--- config.mk ---
export PLATFORM = sky130hd
export DESIGN_NAME = sliding_window_sender_fast_retransmit
export DESIGN_NICKNAME = d
export VERILOG_FILES = /design/src/rtl/swsfr_pkg.sv /design/src/rtl/swsfr_step.sv /design/src/rtl/sliding_window_sender_fast_retransmit.sv
export SDC_FILE = /design/constraint.sdc
export NUM_CORES = 1
export LEC_CHECK = 0
export BUFFER_PORTS_ARGS = -buffer_cell sky130_fd_sc_hd__buf_4
export CELL_PAD_IN_SITES_DETAIL_PLACEMENT = 1
export CELL_PAD_IN_SITES_GLOBAL_PLACEMENT = 1
export CORE_MARGIN = 2
export CORE_UTILIZATION = 53
export CTS_CLUSTER_DIAMETER = 60
export CTS_CLUSTER_SIZE = 16
export DETAILED_ROUTE_END_ITERATION = 12
export PLACE_DENSITY = 0.78
export RECOVER_POWER = 25
export SYNTH_ARGS = -nofsm -noshare
export SYNTH_HDL_FRONTEND = slang
export SYNTH_SLANG_ARGS = --single-unit
--- constraint.sdc ---
create_clock -name clk -period 9.2 [get_ports clk]
set_input_delay 1.38 -clock clk [delete_from_list [all_inputs] [get_ports clk]]
set_output_delay 1.38 -clock clk [all_outputs]
set_load 0.02 [all_outputs]
--- src/rtl/swsfr_pkg.sv ---
// Shared types and constants for the sliding window sender.
`default_nettype none

package swsfr_pkg;

  // Fixed port widths
  localparam int CMD_W  = 2;
  localparam int SEQ_W  = 3;
  localparam int DATA_W = 64;
  localparam int WIN_W  = 3;

  // Window size after reset
  localparam logic [WIN_W-1:0] WIN_RESET = 3'd4;

  // Duplicate acknowledgment count that triggers a fast retransmit
  localparam logic [1:0] DUP_FAST = 2'd3;
  localparam logic [1:0] DUP_FIRST = 2'd1;
  localparam logic [1:0] DUP_CLEAR = 2'd0;

  typedef enum logic [CMD_W-1:0] {
    CMD_SEND    = 2'd0,
    CMD_ACK     = 2'd1,
    CMD_TIMEOUT = 2'd2,
    CMD_NONE    = 2'd3
  } cmd_t;

  typedef enum logic [1:0] {
    TMR_NONE    = 2'd0,
    TMR_START   = 2'd1,
    TMR_STOP    = 2'd2,
    TMR_RESTART = 2'd3
  } tmr_act_t;

endpackage

`default_nettype wire

--- src/rtl/swsfr_step.sv ---
// Next-state and result logic for one request of the sliding window sender.
`default_nettype none

module swsfr_step #(
  parameter int SB = 3
) (
  input  swsfr_pkg::cmd_t                  cmd,
  input  logic [SB-1:0]                    ack,
  input  logic                             ok,
  input  logic [swsfr_pkg::WIN_W-1:0]      win_size,
  input  logic [SB-1:0]                    base,
  input  logic [SB-1:0]                    nseq,
  input  logic                             full,
  input  logic                             trun,
  input  logic [SB-1:0]                    ttag,
  input  logic                             lav,
  input  logic [SB-1:0]                    las,
  input  logic [1:0]                       dup,
  output logic [SB-1:0]                    base_nxt,
  output logic [SB-1:0]                    nseq_nxt,
  output logic                             full_nxt,
  output logic                             trun_nxt,
  output logic [SB-1:0]                    ttag_nxt,
  output logic                             lav_nxt,
  output logic [SB-1:0]                    las_nxt,
  output logic [1:0]                       dup_nxt,
  output logic                             store_we,
  output logic                             accepted,
  output logic                             tx_valid,
  output logic                             tx_from_store,
  output logic [SB-1:0]                    tx_seq,
  output swsfr_pkg::tmr_act_t              tmr_act,
  output logic [SB-1:0]                    stop_seq,
  output logic [SB-1:0]                    start_seq
);
  import swsfr_pkg::*;

  // Common compare width for outstanding count versus window size
  localparam int CW = (SB > WIN_W) ? SB : WIN_W;

  logic [SB-1:0] seq_inc;
  logic [SB-1:0] ack_inc;
  logic [SB-1:0] out_send;
  logic [SB-1:0] out_ack;
  logic [SB-1:0] out_now;
  logic [CW-1:0] out_send_w;
  logic [CW-1:0] out_ack_w;
  logic [CW-1:0] out_now_w;
  logic [CW-1:0] win_w;
  logic          ack_new;
  logic [1:0]    dup_cnt;

  // Window arithmetic
  assign seq_inc    = nseq + SB'(1);
  assign ack_inc    = ack + SB'(1);
  assign out_send   = seq_inc - base;
  assign out_ack    = nseq - ack_inc;
  assign out_now    = nseq - base;
  assign out_send_w = CW'(out_send);
  assign out_ack_w  = CW'(out_ack);
  assign out_now_w  = CW'(out_now);
  assign win_w      = CW'(win_size);

  // Count repeats of the last acknowledgment number
  assign ack_new = !lav || (las != ack);
  assign dup_cnt = ack_new ? DUP_FIRST : dup + 2'd1;

  always_comb begin
    base_nxt      = base;
    nseq_nxt      = nseq;
    full_nxt      = full;
    trun_nxt      = trun;
    ttag_nxt      = ttag;
    lav_nxt       = lav;
    las_nxt       = las;
    dup_nxt       = dup;
    store_we      = 1'b0;
    accepted      = 1'b0;
    tx_valid      = 1'b0;
    tx_from_store = 1'b0;
    tx_seq        = '0;
    tmr_act       = TMR_NONE;
    stop_seq      = '0;
    start_seq     = '0;
    unique case (cmd)
      CMD_SEND: begin
        if (!full) begin
          store_we = 1'b1;
          accepted = 1'b1;
          tx_valid = 1'b1;
          tx_seq   = nseq;
          nseq_nxt = seq_inc;
          if (out_send_w == win_w) begin
            full_nxt = 1'b1;
          end
          if (!trun) begin
            tmr_act   = TMR_START;
            start_seq = base;
            ttag_nxt  = base;
            trun_nxt  = 1'b1;
          end
        end
      end
      CMD_ACK: begin
        if (ok) begin
          lav_nxt = 1'b1;
          las_nxt = ack;
          if (dup_cnt == DUP_FAST) begin
            // Fast retransmit at base and restart the timer, or start it if it is not running
            dup_nxt       = DUP_CLEAR;
            tx_valid      = 1'b1;
            tx_from_store = 1'b1;
            tx_seq        = base;
            tmr_act       = trun ? TMR_RESTART : TMR_START;
            stop_seq      = trun ? ttag : '0;
            start_seq     = base;
            ttag_nxt      = base;
            trun_nxt      = 1'b1;
            if (out_now_w < win_w) begin
              full_nxt = 1'b0;
            end
          end else begin
            // Slide the window past the acknowledged number
            dup_nxt  = dup_cnt;
            base_nxt = ack_inc;
            stop_seq = ttag;
            if (ack_inc != nseq) begin
              tmr_act   = TMR_RESTART;
              start_seq = ack_inc;
              ttag_nxt  = ack_inc;
              trun_nxt  = 1'b1;
            end else begin
              tmr_act  = TMR_STOP;
              trun_nxt = 1'b0;
            end
            if (out_ack_w < win_w) begin
              full_nxt = 1'b0;
            end
          end
        end
      end
      CMD_TIMEOUT: begin
        tx_valid      = 1'b1;
        tx_from_store = 1'b1;
        tx_seq        = base;
        tmr_act       = trun ? TMR_RESTART : TMR_START;
        stop_seq      = trun ? ttag : '0;
        start_seq     = base;
        ttag_nxt      = base;
        trun_nxt      = 1'b1;
      end
      CMD_NONE: begin
      end
      default: begin
      end
    endcase
  end

endmodule

`default_nettype wire

--- src/rtl/sliding_window_sender_fast_retransmit.sv ---
// Go-back-N sender with fast retransmit: window, timer control and payload store.
// A request accepted into the input register has its result loaded into the
// output register when it advances; a stall at the output holds it there.
// Throughput: one request per cycle while the output is not stalled; the payload
// store port has one write and one registered read at the window base.
// Reset clears all control state; the payload store is not cleared.
`default_nettype none

module sliding_window_sender_fast_retransmit #(
  parameter int SEQ_BITS     = 3,
  parameter int PAYLOAD_BITS = 64
) (
  input  logic                              clk,
  input  logic                              rst_n,
  input  logic                              cfg_wr_en,
  input  logic [swsfr_pkg::WIN_W-1:0]       cfg_wr_data,
  input  logic                              in_valid,
  output logic                              in_stall,
  input  logic [swsfr_pkg::CMD_W-1:0]       in_command,
  input  logic [swsfr_pkg::DATA_W-1:0]      in_payload,
  input  logic [swsfr_pkg::SEQ_W-1:0]       in_ack_number,
  input  logic                              in_checksum_ok,
  output logic                              out_valid,
  input  logic                              out_stall,
  output logic                              out_accepted,
  output logic                              out_transmit_valid,
  output logic [swsfr_pkg::SEQ_W-1:0]       out_transmit_seq,
  output logic [swsfr_pkg::DATA_W-1:0]      out_transmit_data,
  output logic [1:0]                        out_timer_action,
  output logic [swsfr_pkg::SEQ_W-1:0]       out_stop_seq,
  output logic [swsfr_pkg::SEQ_W-1:0]       out_start_seq,
  output logic                              out_window_full
);
  import swsfr_pkg::*;

  localparam int SB    = SEQ_BITS;
  localparam int PB    = PAYLOAD_BITS;
  localparam int DEPTH = 1 << SB;

  // Configuration
  logic [WIN_W-1:0] win_size_r;

  // Input register
  logic          s1_vld_r;
  cmd_t          s1_cmd_r;
  logic [PB-1:0] s1_data_r;
  logic [SB-1:0] s1_ack_r;
  logic          s1_ok_r;

  // Sender state
  logic [SB-1:0] base_r, base_nxt;
  logic [SB-1:0] nseq_r, nseq_nxt;
  logic          full_r, full_nxt;
  logic          trun_r, trun_nxt;
  logic [SB-1:0] ttag_r, ttag_nxt;
  logic          lav_r, lav_nxt;
  logic [SB-1:0] las_r, las_nxt;
  logic [1:0]    dup_r, dup_nxt;

  // Payload store
  logic [PB-1:0] store_mem [DEPTH];

  // Step results
  logic          store_we;
  logic          st_accepted;
  logic          st_tx_valid;
  logic          st_from_store;
  logic [SB-1:0] st_tx_seq;
  tmr_act_t      st_tmr_act;
  logic [SB-1:0] st_stop_seq;
  logic [SB-1:0] st_start_seq;

  // Output register
  logic          out_vld_r;
  logic          acc_r;
  logic          txv_r;
  logic [SB-1:0] txs_r;
  logic [PB-1:0] txd_r;
  tmr_act_t      tact_r;
  logic [SB-1:0] stop_r;
  logic [SB-1:0] start_r;
  logic          wfull_r;

  // Width conversion helpers
  logic [SB+SEQ_W-1:0]    ack_ext;
  logic [PB+DATA_W-1:0]   pay_ext;
  logic [SB+SEQ_W-1:0]    txs_ext;
  logic [SB+SEQ_W-1:0]    stop_ext;
  logic [SB+SEQ_W-1:0]    start_ext;
  logic [PB+DATA_W-1:0]   txd_ext;

  logic in_acc;
  logic adv;

  // Handshake: advance when the output register is free or draining
  assign adv      = s1_vld_r && (!out_vld_r || !out_stall);
  assign in_stall = s1_vld_r && !adv;
  assign in_acc   = in_valid && !in_stall;

  assign ack_ext = {{SB{1'b0}}, in_ack_number};
  assign pay_ext = {{PB{1'b0}}, in_payload};

  // Hold the window size register
  always_ff @(posedge clk) begin
    if (!rst_n) begin
      win_size_r <= WIN_RESET;
    end else if (cfg_wr_en) begin
      win_size_r <= cfg_wr_data;
    end
  end

  // Capture the request
  always_ff @(posedge clk) begin
    if (!rst_n) begin
      s1_vld_r <= 1'b0;
    end else if (in_acc) begin
      s1_vld_r <= 1'b1;
    end else if (adv) begin
      s1_vld_r <= 1'b0;
    end
  end

  always_ff @(posedge clk) begin
    if (in_acc) begin
      s1_cmd_r  <= cmd_t'(in_command);
      s1_data_r <= pay_ext[PB-1:0];
      s1_ack_r  <= ack_ext[SB-1:0];
      s1_ok_r   <= in_checksum_ok;
    end
  end

  swsfr_step #(
    .SB (SB)
  ) u_step (
    .cmd           (s1_cmd_r),
    .ack           (s1_ack_r),
    .ok            (s1_ok_r),
    .win_size      (win_size_r),
    .base          (base_r),
    .nseq          (nseq_r),
    .full          (full_r),
    .trun          (trun_r),
    .ttag          (ttag_r),
    .lav           (lav_r),
    .las           (las_r),
    .dup           (dup_r),
    .base_nxt      (base_nxt),
    .nseq_nxt      (nseq_nxt),
    .full_nxt      (full_nxt),
    .trun_nxt      (trun_nxt),
    .ttag_nxt      (ttag_nxt),
    .lav_nxt       (lav_nxt),
    .las_nxt       (las_nxt),
    .dup_nxt       (dup_nxt),
    .store_we      (store_we),
    .accepted      (st_accepted),
    .tx_valid      (st_tx_valid),
    .tx_from_store (st_from_store),
    .tx_seq        (st_tx_seq),
    .tmr_act       (st_tmr_act),
    .stop_seq      (st_stop_seq),
    .start_seq     (st_start_seq)
  );

  // Update sender state
  always_ff @(posedge clk) begin
    if (!rst_n) begin
      base_r <= '0;
      nseq_r <= '0;
      full_r <= 1'b0;
      trun_r <= 1'b0;
      ttag_r <= '0;
      lav_r  <= 1'b0;
      las_r  <= '0;
      dup_r  <= '0;
    end else if (adv) begin
      base_r <= base_nxt;
      nseq_r <= nseq_nxt;
      full_r <= full_nxt;
      trun_r <= trun_nxt;
      ttag_r <= ttag_nxt;
      lav_r  <= lav_nxt;
      las_r  <= las_nxt;
      dup_r  <= dup_nxt;
    end
  end

  // Write the payload of an accepted send
  always_ff @(posedge clk) begin
    if (adv && store_we) begin
      store_mem[nseq_r] <= s1_data_r;
    end
  end

  // Load the result register
  always_ff @(posedge clk) begin
    if (!rst_n) begin
      out_vld_r <= 1'b0;
    end else if (adv) begin
      out_vld_r <= 1'b1;
    end else if (!out_stall) begin
      out_vld_r <= 1'b0;
    end
  end

  always_ff @(posedge clk) begin
    if (adv) begin
      acc_r   <= st_accepted;
      txv_r   <= st_tx_valid;
      txs_r   <= st_tx_seq;
      tact_r  <= st_tmr_act;
      stop_r  <= st_stop_seq;
      start_r <= st_start_seq;
      wfull_r <= full_nxt;
      if (st_from_store) begin
        txd_r <= store_mem[base_r];
      end else if (st_tx_valid) begin
        txd_r <= s1_data_r;
      end else begin
        txd_r <= '0;
      end
    end
  end

  // Drive the result ports
  assign txs_ext   = {{SEQ_W{1'b0}}, txs_r};
  assign stop_ext  = {{SEQ_W{1'b0}}, stop_r};
  assign start_ext = {{SEQ_W{1'b0}}, start_r};
  assign txd_ext   = {{DATA_W{1'b0}}, txd_r};

  assign out_valid          = out_vld_r;
  assign out_accepted       = acc_r;
  assign out_transmit_valid = txv_r;
  assign out_transmit_seq   = txs_ext[SEQ_W-1:0];
  assign out_transmit_data  = txd_ext[DATA_W-1:0];
  assign out_timer_action   = tact_r;
  assign out_stop_seq       = stop_ext[SEQ_W-1:0];
  assign out_start_seq      = start_ext[SEQ_W-1:0];
  assign out_window_full    = wfull_r;

endmodule

`default_nettype wire
==> summary.txt, run 1 <==
Critical path
  • Critical Path Source: s1_cmd_r[0]
  • Crit start category: flop
  • CP max stage cell: buf_4
  • Crit path capture type: flop
  • Crit path max fanout: 64
  • FF-to-FF Start: s1_cmd_r[0]
  • CP max stage delay: 0.89 ns
  • CP Data Arrival Time: 3.90 ns
  • Register-to-Register Setup Slack: 5.51 ns
  • Critical setup path kind: reg2reg
  • CP Cell Sequence: inv_1, ha_1, nor2b_1, nand3_1, nor3_2, buf_4
  • Req. time, crit path: 9.41 ns

Timing
  • Final Slew Violations: 0
  • Clock Skew: 0.01532 ns
  • Final Critical Period: 3.690 ns
  • Setup TNS: 0 ns
  • F_max: 0.2710 GHz
  • Worst Tran Pin Value: 1.176 ns
  • RSZ-0062 raised after global routing: false
  • Setup violators final: 0
  • Relative slew slack: 21.57%
  • Fin. Hold Viols: 0
  • Period utilization: 40.11%

Cells and area
  • Area grow syn2layout: 12.79%
  • Layout cells sized above 1: 27.23%
  • Nets: 1514
  • Cell area after layout: 29620 um2
  • ANT cells: 0
  • Fin cells: 2100
  • Final core utilization: 60.52%
  • Most frequent cells in the layout: edfxtp_1 (660), buf_4 (174), mux4_2 (128)
  • Commonest non-fill, non-tap cell in the layout: edfxtp_1

Logic synthesis
  • Syn nets: 1352
  • Cell variety after synth: 50
  • Count of state elements after synthesis: 685
  • EDFF count, synth: 660
  • Ys flop type: edfxtp_1
  • Cells taking the most area after synthesis: edfxtp_1 (75%), mux4_2 (11%), mux2i_1 (2.6%)
  • Warning count from the yosys run: 0
  • Top cell type's share of synthesized area: 75.46%
  • Syn Area/Cell: 20.91 um2
  • Cell Area, Synth: 26270 um2
  • Seq/Total Area, Yosys: 77.36%
  • Syn Inst Count: 1256
  • Largest area contributor in the netlist: edfxtp_1
  • Asr flop ratio synth: 0%

Route
  • DR WL/cell: 27.27 um
  • Routed Antenna Nets: 0
  • DR pass1 iterations: 5
  • Vias post-DR: 12.83k
  • Met3 wire length: 3.056 mm
  • Met1 WL: 23.76 mm
  • Total wire length: 57.26 mm
  • Mean number of vias per cell: 6.110
  • DR top layer: met4
  • WL met2: 29.00 mm
  • Initial drt markers: 919
  • DRC: 0

CTS
  • CTS max path bufs: 3
  • TritonCTS clock tree: yes
  • Num CTS Buffers: 52
  • # hold bufs at CTS: 0
  • # resized after CTS: 0
  • H-tree levels: 2
  • CTS root buf: clkbuf_16
  • Worst-Skew Late Latency: 0.61 ns
  • CTS clk-pin slew, worst paths: 0.07 ns
  • Post-CTS Setup Bufs: 0
  • Clock Sinks: 685

Floorplanning
  • Starting Density: 53.66%
  • Row Count: 81
  • Die Ht: 226.6 um
  • Die area: 51350 um2
  • Width of the die: 226.6 um
  • Io pins: 158
  • Core Footprint: 48950 um2

Job
  • Maxcap violations: 0

GRT
  • Largest net degree at the start of global routing: 73
  • GRT Util Overall: 22.92%
  • Vias in the first global route: 13.79k
  • Grt ovf: 0
  • First-pass GRT wire length: 86.59 mm
  • Initial antenna violation count: 0

Placed design
  • Placed insts: 2028
  • Placement Cell Area: 28180 um2
  • PortBufs: 157
  • Post-DP HPWL: 31.05 mm
  • Final GP Congestion: 0.7830

Power
  • Total power draw: 5869 uW
  • Max rail drop VDD: 0.1427 mV
  • Pwr dens: 198.1 nW/um2
  • Static Leak: 0.009306 uW

Outcome
  • Run status: completed

Hold path
  • Hold wc startpoint: las_r[0]
  • Worst min path class: reg2reg
[where the power goes]
part	switching (uW)	leakage [uW]	internal (uW)	total [uW]
Combinational	150	0.00235	103	253
Clock	1030	0.000709	1050	2080
Sequential	61.9	0.00624	3470	3540
Total	1240	0.00931	4630	5870
[flip-flops by register name, summed over array words and instances, names as in the netlist, 2 cells and up, named ones only]
signal             cells
nseq_r                 3
s1_ack_r               3
dup_r                  2
out_transmit_data     64
s1_cmd_r               2
out_stop_seq           3
store_mem            512
ttag_r                 3
out_transmit_seq       3
out_start_seq          3
s1_data_r             64
las_r                  3
win_size_r             3
out_timer_action       2
base_r                 3
[cells in the mapped netlist (all sizes together) (2+ instances only)]
cell type and instances:
clkinv 2, ha 15, nand3 9, edfxtp 660, fa 3, nor2 27, nand2b 6, nor2b 5
dfxtp 25, mux2i 67, nand4b 2, o21ai 12, or4b 2, clkbuf 34, and2 2, xor2 9
and3 5, a22oi 3, mux4 128, inv 15, nand2 22, a31oi 2, a21oi 15, nor3 73
a31o 64, buf 32
[per-stage QoR]
| stage | setup slack [ns] | hold WS (ns) |
|---|---|---|
| final | 5.510 | 0.4745 |
| after global routing | 5.262 | 0.4904 |
| after CTS | 5.522 | 0.4749 |
| after detailed placement | 5.315 | 0.4651 |
| after global placement | 5.386 | 0.4543 |
| after floorplan | 1.118 | 0.4411 |
[area by class of cell]
type,instances,area (um2)
fillers,4125,19330
well taps,664,830.8
clock buffers,62,1370
multi-input cells,488,5640
repair buffers,174,1306
inverters,17,67.56
clock inverters,10,78.83
flip-flops and latches,685,20330
[logic make-up (layout without fill, tap and decap cells)]
kind of cell	count (synthesis)	count (layout)	synth area share [%]
DFF	685	685	77.36
AOI/OAI and AO/OA	105	105	3.111
xor gates and xnor gates	12	12	0.5383
buffers and inverters	83	263	1.486
and+or+nand+nor	158	158	3.030
muxes	195	195	13.53
adders and majority gates	18	18	0.9432
[critical path, delay by kind of cell, from the launching register on]
family	cells	cell delay, ns
AND/OR/NAND/NOR	3	1.54
buffers and inverters	2	1.00
flip-flops	1	0.43
adder cells (fa/ha/maj)	1	0.30
[worst paths after layout]
check / endpoint / cells past startpoint
max reg2reg: store_mem[0][38] / 6
min: las_r[0] / 2
min reg2reg: las_r[0] / 2
max: store_mem[0][38] / 6
[routing by layer]
metal | up-vias | GRT usage (%)
met5 | - | 0
met4 | 0 | 7.216
li1 | 5473 | -
met1 | 6845 | 31.43
met2 | 429 | 38.40
met3 | 85 | 3.356
Note: power is estimated with default switching activity, not from simulation.
==> run 2: changes to the inputs <==
Clock period 9.2 ns to 3.84 ns, I/O delays scaled along.
==> summary.txt, run 2 (synthesized netlist as in run 1, its figures left out) <==
Outcome
  • Run status: completed

Cells and area
  • Largest register FFs: 512 (unchanged)
  • ANT cells: 0 (unchanged)
  • Nets: 1533 (+1.3%)
  • Top reg by flops: store_mem
  • Fin cells: 2128 (+1.3%)
  • Area grow syn2layout: 14.06%
  • Layout cells sized above 1: 27.12% (-0.11 points)
  • Commonest non-fill, non-tap cell in the layout: edfxtp_1
  • Most frequent cells in the layout: edfxtp_1 (660), mux4_2 (128), buf_4 (116)
  • Final core utilization: 61.20% (+0.68 points)

Hold path
  • Worst min path class: in2reg
  • Hold wc startpoint: in_payload[57]

CTS
  • # resized after CTS: 0 (unchanged)
  • H-tree levels: 2 (unchanged)
  • Num CTS Buffers: 51 (-1.9%)
  • CTS clk-pin slew, worst paths: 0.07 ns (about the same)
  • CTS max path bufs: 3 (unchanged)
  • TritonCTS clock tree: yes
  • # hold bufs at CTS: 0 (unchanged)
  • Post-CTS Setup Bufs: 0 (unchanged)
  • Worst-Skew Late Latency: 0.61 ns (about the same)
  • Clock Sinks: 685 (unchanged)
  • CTS root buf: clkbuf_16

Route
  • Total wire length: 60.24 mm (+5.2%)
  • DR pass1 iterations: 6 (+1)
  • Vias post-DR: 12.91k (+0.61%)
  • DRC: 0 (unchanged)
  • Routed Antenna Nets: 0 (unchanged)
  • Mean number of vias per cell: 6.067 (-0.72%)
  • Initial drt markers: 1141 (+24%)
  • DR WL/cell: 28.31 um (+3.8%)

GRT
  • Initial antenna violation count: 0 (unchanged)
  • Vias in the first global route: 14.00k (+1.5%)
  • GR Util met1: 33.21% (+1.8 points)
  • Grt ovf: 0 (unchanged)
  • Met3 capacity usage during global routing: 3.732% (+0.38 points)
  • Met2 Usage GRT: 41.25% (+2.8 points)
  • GR peak layer: met2
  • Largest net degree at the start of global routing: 68 (-6.8%)
  • First-pass GRT wire length: 90.52 mm (+4.5%)
  • GRT Util Overall: 24.31% (+1.4 points)

Critical path
  • Req. time, crit path: 4.08 ns (-5.33 ns)
  • Crit start category: flop
  • Critical setup path kind: reg2reg
  • CP Data Arrival Time: 3.24 ns (-0.66 ns)
  • CP max stage delay: 0.55 ns (-0.34 ns)
  • Crit path max fanout: 34 (-47%)
  • Crit-path most repeated cell: buf_4
  • FF-to-FF Start: s1_cmd_r[0]
  • CP Cell Sequence: inv_1, ha_1, nor2b_1, buf_4, nand3_1, nor3_4, buf_4
  • Critical Path Source: s1_cmd_r[0]
  • CP max stage cell: buf_4
  • Crit path capture type: flop

Timing
  • Relative slew slack: 29.15% (+7.6 points)
  • Clock Skew: 0.01743 ns (+0.002111 ns)
  • F_max: 0.3327 GHz (+23%)
  • Final Critical Period: 3.005 ns (-0.6851 ns)
  • Hold WS: 0.1606 ns (-0.3139 ns)
  • Setup violators final: 0 (unchanged)
  • Period utilization: 78.26% (+38 points)
  • Setup TNS: 0 ns (unchanged)
  • Fin. Hold Viols: 0 (unchanged)
  • RSZ-0062 raised after global routing: false
  • Final Slew Violations: 0 (unchanged)
  • Worst Slack Setup Final: 0.8347 ns (-4.675 ns)
  • Worst Tran Pin Value: 1.063 ns (-0.1137 ns)

Floorplanning
  • Row Count: 81 (unchanged)
  • Core Footprint: 48950 um2 (unchanged)
  • Die Ht: 226.6 um (unchanged)
  • Io pins: 158 (unchanged)
  • Starting Density: 53.66% (unchanged)
  • Width of the die: 226.6 um (unchanged)
  • Die area: 51350 um2 (unchanged)

Power
  • Max rail drop VDD: 0.4258 mV (+200%)
  • Pwr dens: 479.2 nW/um2 (+140%)
  • Static Leak: 0.009404 uW (+1.0%)

Placed design
  • Setup slack after placement: 0.8359 ns (-4.479 ns)
  • Post-DP HPWL: 34.42 mm (+11%)
  • Placed insts: 2048 (+0.99%)
  • PortBufs: 157 (unchanged)
  • Final GP Congestion: 0.7827 (about the same)

Job
  • Maxcap violations: 0 (unchanged)
run 2: critical path: cells and delay by family (launching register included):
kind	cells	cell delay, ns
simple gates	3	1.02
flops	1	0.42
buf+inv	3	0.88
fa+ha+maj	1	0.28
run 2: path summary, 6_finish.rpt:
| kind | end | slack, ns | cells past startpoint |
|---|---|---|---|
| min | s1_data_r[57] | 0.16 | 1 |
| max reg2reg | store_mem[0][38] | 0.83 | 7 |
| max | store_mem[0][38] | 0.83 | 7 |
| min reg2reg | ttag_r[1] | 0.48 | 2 |
run 2: final cells by class:
class                      instances  area [um2]
clock buffer                      70        1389
clock inverter                    10       185.2
fill                            4128       18990
inverter                          17       70.07
multi-input combinational        488        5653
sequential                       685       20330
tap                              664       830.8
timing repair buffer             194        1500
run 2: power by group:
part	switching [uW]	internal (uW)	total, uW
clock network	2470	2800	5270
logic	375	248	623
registers	140	8320	8460
run 2: metal layers:
layer	vias up	wire (um)
li1	5521	-
met5	-	0
met2	487	30940
met3	104	3522
met4	0	1320
met1	6798	24460
run 2: per-stage QoR:
| stage | area, um2 | power [uW] |
|---|---|---|
| 2_1_floorplan | 26330 | 8928 |
| 3_3_place_gp | 28440 | 9222 |
| 3_5_place_dp | 28440 | 9263 |
| 4_1_cts | 30020 | 14480 |
| 5_1_grt | 29960 | 14760 |
| 6_report | 29960 | 14360 |
